[config.mk]
export PLATFORM = sky130hd
export DESIGN_NAME = fixed_point_fir_interpolator
export DESIGN_NICKNAME = d
export VERILOG_FILES = /design/src/rtl/core/fip_pkg.sv /design/src/rtl/core/fip_ram.sv /design/src/rtl/core/fip_datapath.sv /design/src/rtl/core/fip_ctrl.sv /design/src/rtl/core/fixed_point_fir_interpolator.sv
export SDC_FILE = /design/constraint.sdc
export NUM_CORES = 2
export LEC_CHECK = 0
export BUFFER_PORTS_ARGS = -buffer_cell sky130_fd_sc_hd__buf_2
export CAP_MARGIN = 20
export CORE_MARGIN = 1.5
export CORE_UTILIZATION = 57
export DETAILED_ROUTE_END_ITERATION = 7
export PLACE_DENSITY = 0.79
export SLEW_MARGIN = 0
export SYNTH_ARGS = -nofsm -noshare
export SYNTH_HDL_FRONTEND = slang
export SYNTH_SLANG_ARGS = --single-unit
export TNS_END_PERCENT = 30
[constraint.sdc]
create_clock -name i_clk -period 8 [get_ports i_clk]
set_input_delay 1.2 -clock i_clk [delete_from_list [all_inputs] [get_ports i_clk]]
set_output_delay 1.2 -clock i_clk [all_outputs]
set_load 0.01 [all_outputs]
[src/rtl/core/fip_pkg.sv]
`timescale 1ns / 1ps

package fip_pkg;

    // Field widths of the item and result channels
    localparam int MODE_W   = 1;
    localparam int INDEX_W  = 5;
    localparam int COEF_W   = 18;
    localparam int SAMPLE_W = 16;
    localparam int VALUE_W  = 32;
    localparam int PROD_W   = COEF_W + SAMPLE_W;

    // Default configuration
    localparam int TAPS_DEF        = 31;
    localparam int UP_FACTOR_DEF   = 2;
    localparam int SAMPLE_BITS_DEF = 16;

    // Item mode codes
    localparam logic [MODE_W-1:0] MODE_LOAD   = 1'b0;
    localparam logic [MODE_W-1:0] MODE_SAMPLE = 1'b1;

    // Controller to datapath commands
    typedef struct packed {
        logic coef_wr;     // write the coefficient of the accepted item
        logic shift_hist;  // push the accepted sample into the history
        logic issue;       // start one tap product
        logic first;       // this tap opens a phase sum
        logic last_tap;    // this tap closes a phase sum
        logic clr_acc;     // phase with no taps: present a zero sum
        logic load_out;    // move the finished sum to the output register
        logic out_last;    // the loaded sum is the final phase
    } t_cmd;

    // Datapath to controller status
    typedef struct packed {
        logic acc_full;    // a finished phase sum waits
        logic out_free;    // the output register can take a result now
    } t_status;

endpackage

[src/rtl/core/fip_ram.sv]
`timescale 1ns / 1ps

module fip_ram #(
    parameter int WIDTH = 8,
    parameter int DEPTH = 16,
    parameter int AW    = (DEPTH > 1) ? $clog2(DEPTH) : 1
) (
    input  logic             i_clk,
    input  logic             i_wr_en,
    input  logic [AW-1:0]    i_wr_addr,
    input  logic [WIDTH-1:0] i_wr_data,
    input  logic             i_rd_en,
    input  logic [AW-1:0]    i_rd_addr,
    output logic [WIDTH-1:0] o_rd_data
);

    logic [WIDTH-1:0] r_mem [DEPTH];
    logic [WIDTH-1:0] r_rd_data;

    always_ff @(posedge i_clk) begin
        if (i_wr_en) begin
            r_mem[i_wr_addr] <= i_wr_data;
        end
        if (i_rd_en) begin
            r_rd_data <= r_mem[i_rd_addr];
        end
    end

    assign o_rd_data = r_rd_data;

endmodule

[src/rtl/core/fip_datapath.sv]
`timescale 1ns / 1ps

module fip_datapath #(
    parameter int TAPS        = fip_pkg::TAPS_DEF,
    parameter int UP_FACTOR   = fip_pkg::UP_FACTOR_DEF,
    parameter int SAMPLE_BITS = fip_pkg::SAMPLE_BITS_DEF,
    parameter int HIST        = (TAPS + UP_FACTOR - 1) / UP_FACTOR,
    parameter int AW          = $clog2(TAPS),
    parameter int HW          = (HIST > 1) ? $clog2(HIST) : 1
) (
    input  logic                                 i_clk,
    input  logic                                 i_rst_n,
    input  fip_pkg::t_cmd                        i_cmd,
    input  logic [AW-1:0]                        i_rd_addr,
    input  logic [HW-1:0]                        i_hist_sel,
    input  logic [fip_pkg::INDEX_W-1:0]          i_coef_index,
    input  logic signed [fip_pkg::COEF_W-1:0]    i_coef_value,
    input  logic signed [fip_pkg::SAMPLE_W-1:0]  i_sample,
    input  logic                                 i_out_stall,
    output fip_pkg::t_status                     o_status,
    output logic                                 o_out_valid,
    output logic signed [fip_pkg::VALUE_W-1:0]   o_value,
    output logic                                 o_last
);

    localparam int SHIFT = SAMPLE_BITS - 1;

    logic [fip_pkg::COEF_W-1:0]               coef_q;
    logic signed [fip_pkg::SAMPLE_W-1:0]      r_hist [HIST];
    logic                                     r_s1_valid, r_s1_first, r_s1_last;
    logic signed [fip_pkg::SAMPLE_W-1:0]      r_s1_hist;
    logic                                     r_s2_valid, r_s2_first, r_s2_last;
    logic signed [fip_pkg::PROD_W-1:0]        r_prod;
    logic signed [fip_pkg::PROD_W-1:0]        prod_sh;
    logic signed [fip_pkg::VALUE_W-1:0]       term;
    logic signed [fip_pkg::VALUE_W-1:0]       r_acc, n_acc;
    logic                                     r_acc_full;
    logic                                     r_out_valid, r_out_last;
    logic signed [fip_pkg::VALUE_W-1:0]       r_out_value;

    fip_ram #(
        .WIDTH (fip_pkg::COEF_W),
        .DEPTH (TAPS),
        .AW    (AW)
    ) u_coef_ram (
        .i_clk     (i_clk),
        .i_wr_en   (i_cmd.coef_wr),
        .i_wr_addr (AW'(i_coef_index)),
        .i_wr_data (i_coef_value),
        .i_rd_en   (i_cmd.issue),
        .i_rd_addr (i_rd_addr),
        .o_rd_data (coef_q)
    );

    // Sample history, newest at index 0
    always_ff @(posedge i_clk) begin
        if (!i_rst_n) begin
            for (int i = 0; i < HIST; i++) begin
                r_hist[i] <= '0;
            end
        end else if (i_cmd.shift_hist) begin
            r_hist[0] <= i_sample;
            for (int i = 1; i < HIST; i++) begin
                r_hist[i] <= r_hist[i-1];
            end
        end
    end

    // Stage 1: coefficient read, history tap captured
    always_ff @(posedge i_clk) begin
        r_s1_hist  <= r_hist[i_hist_sel];
        r_s1_first <= i_cmd.first;
        r_s1_last  <= i_cmd.last_tap;
        if (!i_rst_n) begin
            r_s1_valid <= 1'b0;
        end else begin
            r_s1_valid <= i_cmd.issue;
        end
    end

    // Stage 2: product
    always_ff @(posedge i_clk) begin
        r_prod     <= $signed(coef_q) * r_s1_hist;
        r_s2_first <= r_s1_first;
        r_s2_last  <= r_s1_last;
        if (!i_rst_n) begin
            r_s2_valid <= 1'b0;
        end else begin
            r_s2_valid <= r_s1_valid;
        end
    end

    // Floor shift of the product, then wrap to the result width
    assign prod_sh = r_prod >>> SHIFT;
    assign term    = fip_pkg::VALUE_W'(prod_sh);
    assign n_acc   = r_s2_first ? term : r_acc + term;

    always_ff @(posedge i_clk) begin
        if (i_cmd.clr_acc) begin
            r_acc <= '0;
        end else if (r_s2_valid) begin
            r_acc <= n_acc;
        end
        if (!i_rst_n) begin
            r_acc_full <= 1'b0;
        end else if (i_cmd.clr_acc) begin
            r_acc_full <= 1'b1;
        end else if (r_s2_valid && r_s2_last) begin
            r_acc_full <= 1'b1;
        end else if (i_cmd.load_out) begin
            r_acc_full <= 1'b0;
        end
    end

    // Output register
    always_ff @(posedge i_clk) begin
        if (i_cmd.load_out) begin
            r_out_value <= r_acc;
            r_out_last  <= i_cmd.out_last;
        end
        if (!i_rst_n) begin
            r_out_valid <= 1'b0;
        end else if (i_cmd.load_out) begin
            r_out_valid <= 1'b1;
        end else if (!i_out_stall) begin
            r_out_valid <= 1'b0;
        end
    end

    assign o_status.acc_full = r_acc_full;
    assign o_status.out_free = !r_out_valid || !i_out_stall;
    assign o_out_valid       = r_out_valid;
    assign o_value           = r_out_value;
    assign o_last            = r_out_last;

endmodule

[src/rtl/core/fip_ctrl.sv]
`timescale 1ns / 1ps

module fip_ctrl #(
    parameter int TAPS      = fip_pkg::TAPS_DEF,
    parameter int UP_FACTOR = fip_pkg::UP_FACTOR_DEF,
    parameter int HIST      = (TAPS + UP_FACTOR - 1) / UP_FACTOR,
    parameter int AW        = $clog2(TAPS),
    parameter int HW        = (HIST > 1) ? $clog2(HIST) : 1
) (
    input  logic                            i_clk,
    input  logic                            i_rst_n,
    input  logic                            i_in_valid,
    input  logic [fip_pkg::MODE_W-1:0]      i_mode,
    input  logic [fip_pkg::INDEX_W-1:0]     i_coef_index,
    input  fip_pkg::t_status                i_status,
    output logic                            o_in_stall,
    output fip_pkg::t_cmd                   o_cmd,
    output logic [AW-1:0]                   o_rd_addr,
    output logic [HW-1:0]                   o_hist_sel
);

    localparam int KW = $clog2(TAPS + UP_FACTOR);
    localparam int PW = $clog2(UP_FACTOR);

    localparam logic [1:0] S_IDLE = 2'd0;
    localparam logic [1:0] S_RUN  = 2'd1;
    localparam logic [1:0] S_WAIT = 2'd2;

    logic [1:0]    r_state, n_state;
    logic [KW-1:0] r_k, n_k;
    logic [HW-1:0] r_h, n_h;
    logic [PW-1:0] r_p, n_p;
    logic          accept;
    logic          last_tap;
    logic          last_phase;
    logic [KW-1:0] next_k;

    assign accept     = i_in_valid && (r_state == S_IDLE);
    assign last_tap   = ((KW + 1)'(r_k) + (KW + 1)'(UP_FACTOR)) >= (KW + 1)'(TAPS);
    assign last_phase = (r_p == PW'(UP_FACTOR - 1));
    assign next_k     = KW'(r_p) + KW'(1);

    always_comb begin
        n_state = r_state;
        n_k     = r_k;
        n_h     = r_h;
        n_p     = r_p;
        o_cmd   = '0;
        unique case (r_state)
            S_IDLE: begin
                if (accept) begin
                    if (i_mode == fip_pkg::MODE_SAMPLE) begin
                        o_cmd.shift_hist = 1'b1;
                        n_state = S_RUN;
                        n_k     = '0;
                        n_h     = '0;
                        n_p     = '0;
                    end else begin
                        o_cmd.coef_wr = (32'(i_coef_index) < 32'(TAPS));
                    end
                end
            end
            S_RUN: begin
                o_cmd.issue    = 1'b1;
                o_cmd.first    = (r_h == '0);
                o_cmd.last_tap = last_tap;
                if (last_tap) begin
                    n_state = S_WAIT;
                end else begin
                    n_k = r_k + KW'(UP_FACTOR);
                    n_h = r_h + HW'(1);
                end
            end
            S_WAIT: begin
                if (i_status.acc_full && i_status.out_free) begin
                    o_cmd.load_out = 1'b1;
                    o_cmd.out_last = last_phase;
                    if (last_phase) begin
                        n_state = S_IDLE;
                    end else begin
                        n_p = r_p + PW'(1);
                        n_k = next_k;
                        n_h = '0;
                        if (next_k >= KW'(TAPS)) begin
                            o_cmd.clr_acc = 1'b1;
                        end else begin
                            n_state = S_RUN;
                        end
                    end
                end
            end
            default: begin
                n_state = S_IDLE;
            end
        endcase
    end

    always_ff @(posedge i_clk) begin
        if (!i_rst_n) begin
            r_state <= S_IDLE;
            r_k     <= '0;
            r_h     <= '0;
            r_p     <= '0;
        end else begin
            r_state <= n_state;
            r_k     <= n_k;
            r_h     <= n_h;
            r_p     <= n_p;
        end
    end

    assign o_in_stall = (r_state != S_IDLE);
    assign o_rd_addr  = r_k[AW-1:0];
    assign o_hist_sel = r_h;

endmodule

[src/rtl/core/fixed_point_fir_interpolator.sv]
`timescale 1ns / 1ps
// Channel  Direction  Handshake                 Payload
// in       sink       i_in_valid / o_in_stall   i_mode, i_coef_index, i_coef_value, i_sample
// out      source     o_out_valid / i_out_stall o_value, o_last
//
// A coefficient load leaves the block idle and ready for the next item. After a sample, the input
// stalls until the result of every phase has been loaded into the output register:
// one shared multiply-accumulate unit works through the taps of each phase, one per cycle,
// then drains the read/multiply/accumulate pipe and loads the result of that phase.
// Reset is synchronous, active low, and clears control state and the sample history.
// A stalled result holds in the output register; the next phase waits for it to leave.

module fixed_point_fir_interpolator #(
    parameter int TAPS        = fip_pkg::TAPS_DEF,
    parameter int UP_FACTOR   = fip_pkg::UP_FACTOR_DEF,
    parameter int SAMPLE_BITS = fip_pkg::SAMPLE_BITS_DEF
) (
    input  logic                                 i_clk,
    input  logic                                 i_rst_n,
    input  logic                                 i_in_valid,
    output logic                                 o_in_stall,
    input  logic [fip_pkg::MODE_W-1:0]           i_mode,
    input  logic [fip_pkg::INDEX_W-1:0]          i_coef_index,
    input  logic signed [fip_pkg::COEF_W-1:0]    i_coef_value,
    input  logic signed [fip_pkg::SAMPLE_W-1:0]  i_sample,
    output logic                                 o_out_valid,
    input  logic                                 i_out_stall,
    output logic signed [fip_pkg::VALUE_W-1:0]   o_value,
    output logic                                 o_last
);

    // History holds one sample per tap of the longest phase
    localparam int HIST = (TAPS + UP_FACTOR - 1) / UP_FACTOR;
    localparam int AW   = $clog2(TAPS);
    localparam int HW   = (HIST > 1) ? $clog2(HIST) : 1;

    fip_pkg::t_cmd    cmd;
    fip_pkg::t_status status;
    logic [AW-1:0]    rd_addr;
    logic [HW-1:0]    hist_sel;

    // Sequence loads, taps and phases
    fip_ctrl #(
        .TAPS      (TAPS),
        .UP_FACTOR (UP_FACTOR),
        .HIST      (HIST),
        .AW        (AW),
        .HW        (HW)
    ) u_ctrl (
        .i_clk        (i_clk),
        .i_rst_n      (i_rst_n),
        .i_in_valid   (i_in_valid),
        .i_mode       (i_mode),
        .i_coef_index (i_coef_index),
        .i_status     (status),
        .o_in_stall   (o_in_stall),
        .o_cmd        (cmd),
        .o_rd_addr    (rd_addr),
        .o_hist_sel   (hist_sel)
    );

    // Coefficient memory, history, multiply-accumulate and output register
    fip_datapath #(
        .TAPS        (TAPS),
        .UP_FACTOR   (UP_FACTOR),
        .SAMPLE_BITS (SAMPLE_BITS),
        .HIST        (HIST),
        .AW          (AW),
        .HW          (HW)
    ) u_datapath (
        .i_clk        (i_clk),
        .i_rst_n      (i_rst_n),
        .i_cmd        (cmd),
        .i_rd_addr    (rd_addr),
        .i_hist_sel   (hist_sel),
        .i_coef_index (i_coef_index),
        .i_coef_value (i_coef_value),
        .i_sample     (i_sample),
        .i_out_stall  (i_out_stall),
        .o_status     (status),
        .o_out_valid  (o_out_valid),
        .o_value      (o_value),
        .o_last       (o_last)
    );

endmodule
==> metrics.md <==
| Metric | Value |
|---|---|
| Max_cap viols | `0` |
| IO buf count | `between 70 and 80` |
| Post-Synth XOR/XNOR Area | `less than 1%` |
| Final Critical Period | `between 6 and 7 ns` |
| Die width | `295.9 um` |
| Initial antenna violation count | `4` |
| GRT Residual Overflow | `0` |
| Syn-to-layout area delta | `9.977%` |
| Synth cell count leaders | `897 x edfxtp_1, 394 x and2_1, 337 x inv_1, 290 x fa_1, 242 x mux4_2` |
| Min Hold Slack | `roughly 0.33 ns` |
| Vias in the first global route | `approximately 28,000` |
| Antenna Nets Post-Route | `0` |
| Initial cell density of the core | `around 58%` |
| CTS Root Cell | `clkbuf_16` |
| GP Congestion | `approximately 0.90` |
| Post-Syn Instances | `3,146` |
| Buf+Inv Stages, Crit Path | `3` |
| IO Count | `slightly below 80` |
| WP data arrival | `~7.2 ns` |
| Most frequent CP cell | `fa_1` |
| Cell count of the worst reg-to-reg path | `20` |
| Final hold vios | `0` |
| R2r startpoint | `u_datapath.u_coef_ram.o_rd_data[10]` |
| Kind of critical path | `reg -> reg` |
| Worst hold path class | `reg -> reg` |
| Dpl cell area | `a little over 50,000 um2` |
| Switch share | `35.51%` |
| Pin count of the biggest net entering global routing | `160` |
| Clock Skew | `about 0.033 ns` |
| Pwr/cell area | `approximately 350 nW/um2` |
| Placed cell count | `about 4,300` |
| DIE AREA | `slightly below 90,000 um2` |
| Post-CTS Setup Inserts | `0` |
| Proportion of synthesized area in mux cells | `a little under an eighth` |
| Synthesized area | `roughly 50,000 um2` |
| Number of cells on the worst hold path | `0` |
| Synth Area per Inst | `around 16 um2` |
| FMAX | `around 150 MHz` |
| Share of post-route cells with drive strength above 1 | `between 15 and 20%` |
| Vias per inst | `5.978` |
| Worst slew pin tran | `between 1 and 1.5 ns` |
| Crit end category | `flop` |
| Final setup violation count | `0` |
| Post-synth EDFFs | `between 800 and 900` |
| Height of the chip | `roughly 300 um` |
| Sw power | `about 6.6 mW` |
| Library cells used by synthesis | `between 60 and 70` |
| Core Rows | `107` |
| Global-route usage over all layers | `~26%` |
| Maximum clock path buffer count | `3` |
| Comb pwr share | `about 43%` |
| Dominant cell type by area after synthesis | `edfxtp_1` |
| Synth area leaders | `edfxtp_1 55%, fa_1 12%, mux4_2 11%, and2_1 5.0%, ha_1 3.1%` |
| Register area share after synthesis | `between 50% and 60%` |
| # resized after CTS | `0` |
| Max Slew Vio Count | `0` |
| Status | `finished, final reports clean` |
| Finished Core Util | `between 60% and 70%` |
| Count leader, synth | `edfxtp_1` |
| Final WS setup | `between 1 and 1.5 ns` |
| Setup TNS | `0 ns` |
| WL per Instance | `24.51 um` |
| Syn nets | `around 3,600` |
| Synth Area in Simple Gates | `8.393%` |
| Static Leakage | `19.81 nW` |
| CP max stage delay | `about 0.85 ns` |
| Total power draw | `18.67 mW` |
| Sequential cell area | `~28,000 um2` |
| CTS tree | `yes` |
| Combinational family with the most area after synthesis | `adder cells` |
| Clk sinks | `~950` |
| Crit path max-delay cell type | `edfxtp_1` |
| Internal power | `12.04 mW` |
| Worst skew pair latency | `0.69 ns` |
| Vias | `26,609` |
| First-pass GRT wire length | `approximately 170 mm` |
| Clk slew on worst S/H paths | `~0.060 ns` |
| Max VDD drop | `0.0005148 V` |
| Most used flip-flop cell after synthesis | `edfxtp_1` |
| Post-Synth Adder-Cell Area | `15.02%` |
| Yosys warns | `0` |
| Drc violations | `0` |
| Critical path cell sequence | `nand2_1 > fa_1 > inv_1 > fa_1 > fa_1 > fa_1 > fa_1 > inv_1 > fa_1 > inv_1 > ha_1 > a211o_1 > a21oi_2 > o21ai_1 > nand2_1 > a31oi_1 > o41a_1 > a41o_1 > o41ai_2 > xnor2_1` |
| CP Launch Type | `flop` |
| DP Wirelength | `about 69 mm` |
| Hold EP | `u_datapath.r_s2_last` |
| WL final | `~110 mm` |
| Combined area of the multi-input logic cells | `roughly 19,000 um2` |
| CTS H-tree depth | `3` |
| Slew headroom | `around 29%` |
| Initial detailed-routing violation count | `2,626` |
| Compound-cell area share of the yosys netlist | `under 10%` |
| Number of synthesized register bits | `between 900 and 1,000` |
| Crit Path Max Fanout | `16` |
| Yosys top cell area share | `approximately 55%` |
| CTS Hold Bufs | `0` |
| Worst EP required | `between 8 and 9 ns` |
| Clk pwr share | `a little under a quarter` |
| Hold_sp | `u_datapath.r_s1_last` |
| Fill cell count | `~5,800` |
| First-pass DRT Iterations | `6` |
| CP top delay family | `adder cells` |
| Fin crit share | `between 80% and 90%` |
| Final instance area | `between 50,000 and 60,000 um2` |
| Final std cells w/o fill | `between 4,000 and 5,000` |
| Reg2reg setup slack | `between 1 and 1.5 ns` |
| Post-Place Setup Slack | `~1.4 ns` |
| Async S/R FF share, synth | `0%` |
| RSZ-0062 raised after global routing | `no` |
| Flop pwr share | `32.6%` |
| RR Endpoint | `u_datapath.r_prod[33]` |
| CTS Buf Count | `between 90 and 100` |
| Nets | `3,685` |
| Core Box Area | `about 85,000 um2` |
-- per-layer routing --
metal / wire length (um) / vias to the layer above / global-route usage, %
li1: - / 11393 / -
met1: 43500 / 13780 / 36.06
met2: 53480 / 1255 / 41.87
met3: 9422 / 179 / 4.437
met4: 2686 / 2 / 7.830
met5: 7 / - / 0
-- cell families after synthesis --
group | count (synthesis)
buffers and inverters | 479
AND/OR/NAND/NOR | 773
adder cells (fa/ha/maj) | 413
flip-flops | 953
AO/OA/AOI/OAI | 195
multiplexers | 281
XOR/XNOR | 52
-- layout by cell type, fill, tap and decap left out, types with 6 or more instances in the layout --
cell type   count
a211oi_1        6
a21o_1         21
a21oi_1        49
and2_1        394
and3_1          7
buf_2          78
buf_4          48
bufinv_16      12
clkbuf_1       21
clkbuf_16      93
clkinv_1       18
clkinv_2       12
clkinvlp_4      7
dfxtp_1        50
edfxtp_1      897
fa_1          290
ha_1          123
inv_1         337
mux2_2         20
mux2i_1        19
mux4_2        242
nand2_1       203
nand2b_1       10
nand3_1        17
nand3b_1        6
nand4_1        11
nor2_1         76
nor2_2         12
nor3_1         14
o21a_1          8
o21ai_0        55
o21ai_1        12
o31ai_1         8
xnor2_1        32
xor2_1         20
-- worst register-to-register path, cell delays in order (launching register included) --
cell and delay [ns]:
edfxtp_1 0.85, nand2_1 0.18, fa_1 0.57, inv_1 0.06, fa_1 0.49, fa_1 0.58, fa_1 0.44, fa_1 0.54
inv_1 0.07, fa_1 0.48, inv_1 0.05, ha_1 0.34, a211o_1 0.33, a21oi_2 0.17, o21ai_1 0.09, nand2_1 0.07
a31oi_1 0.07, o41a_1 0.47, a41o_1 0.31, o41ai_2 0.25, xnor2_1 0.17
-- flip-flops by register name, indices dropped and copies added, names as in the netlist, 2 cells and up --
signal / count
u_datapath.r_hist: 256
u_ctrl.o_hist_sel: 4
u_ctrl.r_state: 2
u_datapath.r_acc: 32
u_datapath.u_coef_ram.r_mem: 558
u_datapath.r_s1_hist: 16
u_ctrl.r_k: 6
u_datapath.r_prod: 19
u_datapath.u_coef_ram.o_rd_data: 18
u_datapath.o_value: 32
-- power groups by stage --
stage               Clock (mW)  Sequential [mW]  Combinational [mW]
floorplan                    0             6.07                6.40
global placement             0             6.17                7.84
detailed placement           0             6.19                8.13
CTS                       4.54             6.09                8.19
global route              4.71             6.11                9.26
finish                    4.48             6.09                8.10
-- area by class of cell --
type / instances / area share, %
multi-input cells: 1714 / 35.46
repair buffers: 129 / 1.522
clock inverters: 56 / 1.261
clock buffers: 116 / 4.525
well taps: 1144 / 2.662
flip-flops and latches: 953 / 52.21
diodes: 2 / 0.009307
inverters: 337 / 2.352
-- worst max path at each step --
stage	from	to	slack (ns)	depth (start not counted)
after floorplan	i_rst_n	u_datapath.r_hist[0][0]	0.46	2
after global placement	u_datapath.r_s1_hist[1]	u_datapath.r_prod[32]	1.49	19
after detailed placement	u_datapath.r_s1_hist[10]	u_datapath.r_prod[33]	1.39	20
after CTS	u_datapath.u_coef_ram.o_rd_data[14]	u_datapath.r_prod[33]	1.38	20
after global routing	u_datapath.r_s1_hist[10]	u_datapath.r_prod[33]	1.10	20
final	u_datapath.u_coef_ram.o_rd_data[10]	u_datapath.r_prod[33]	1.35	20
Power figures use the tool's default switching activity.
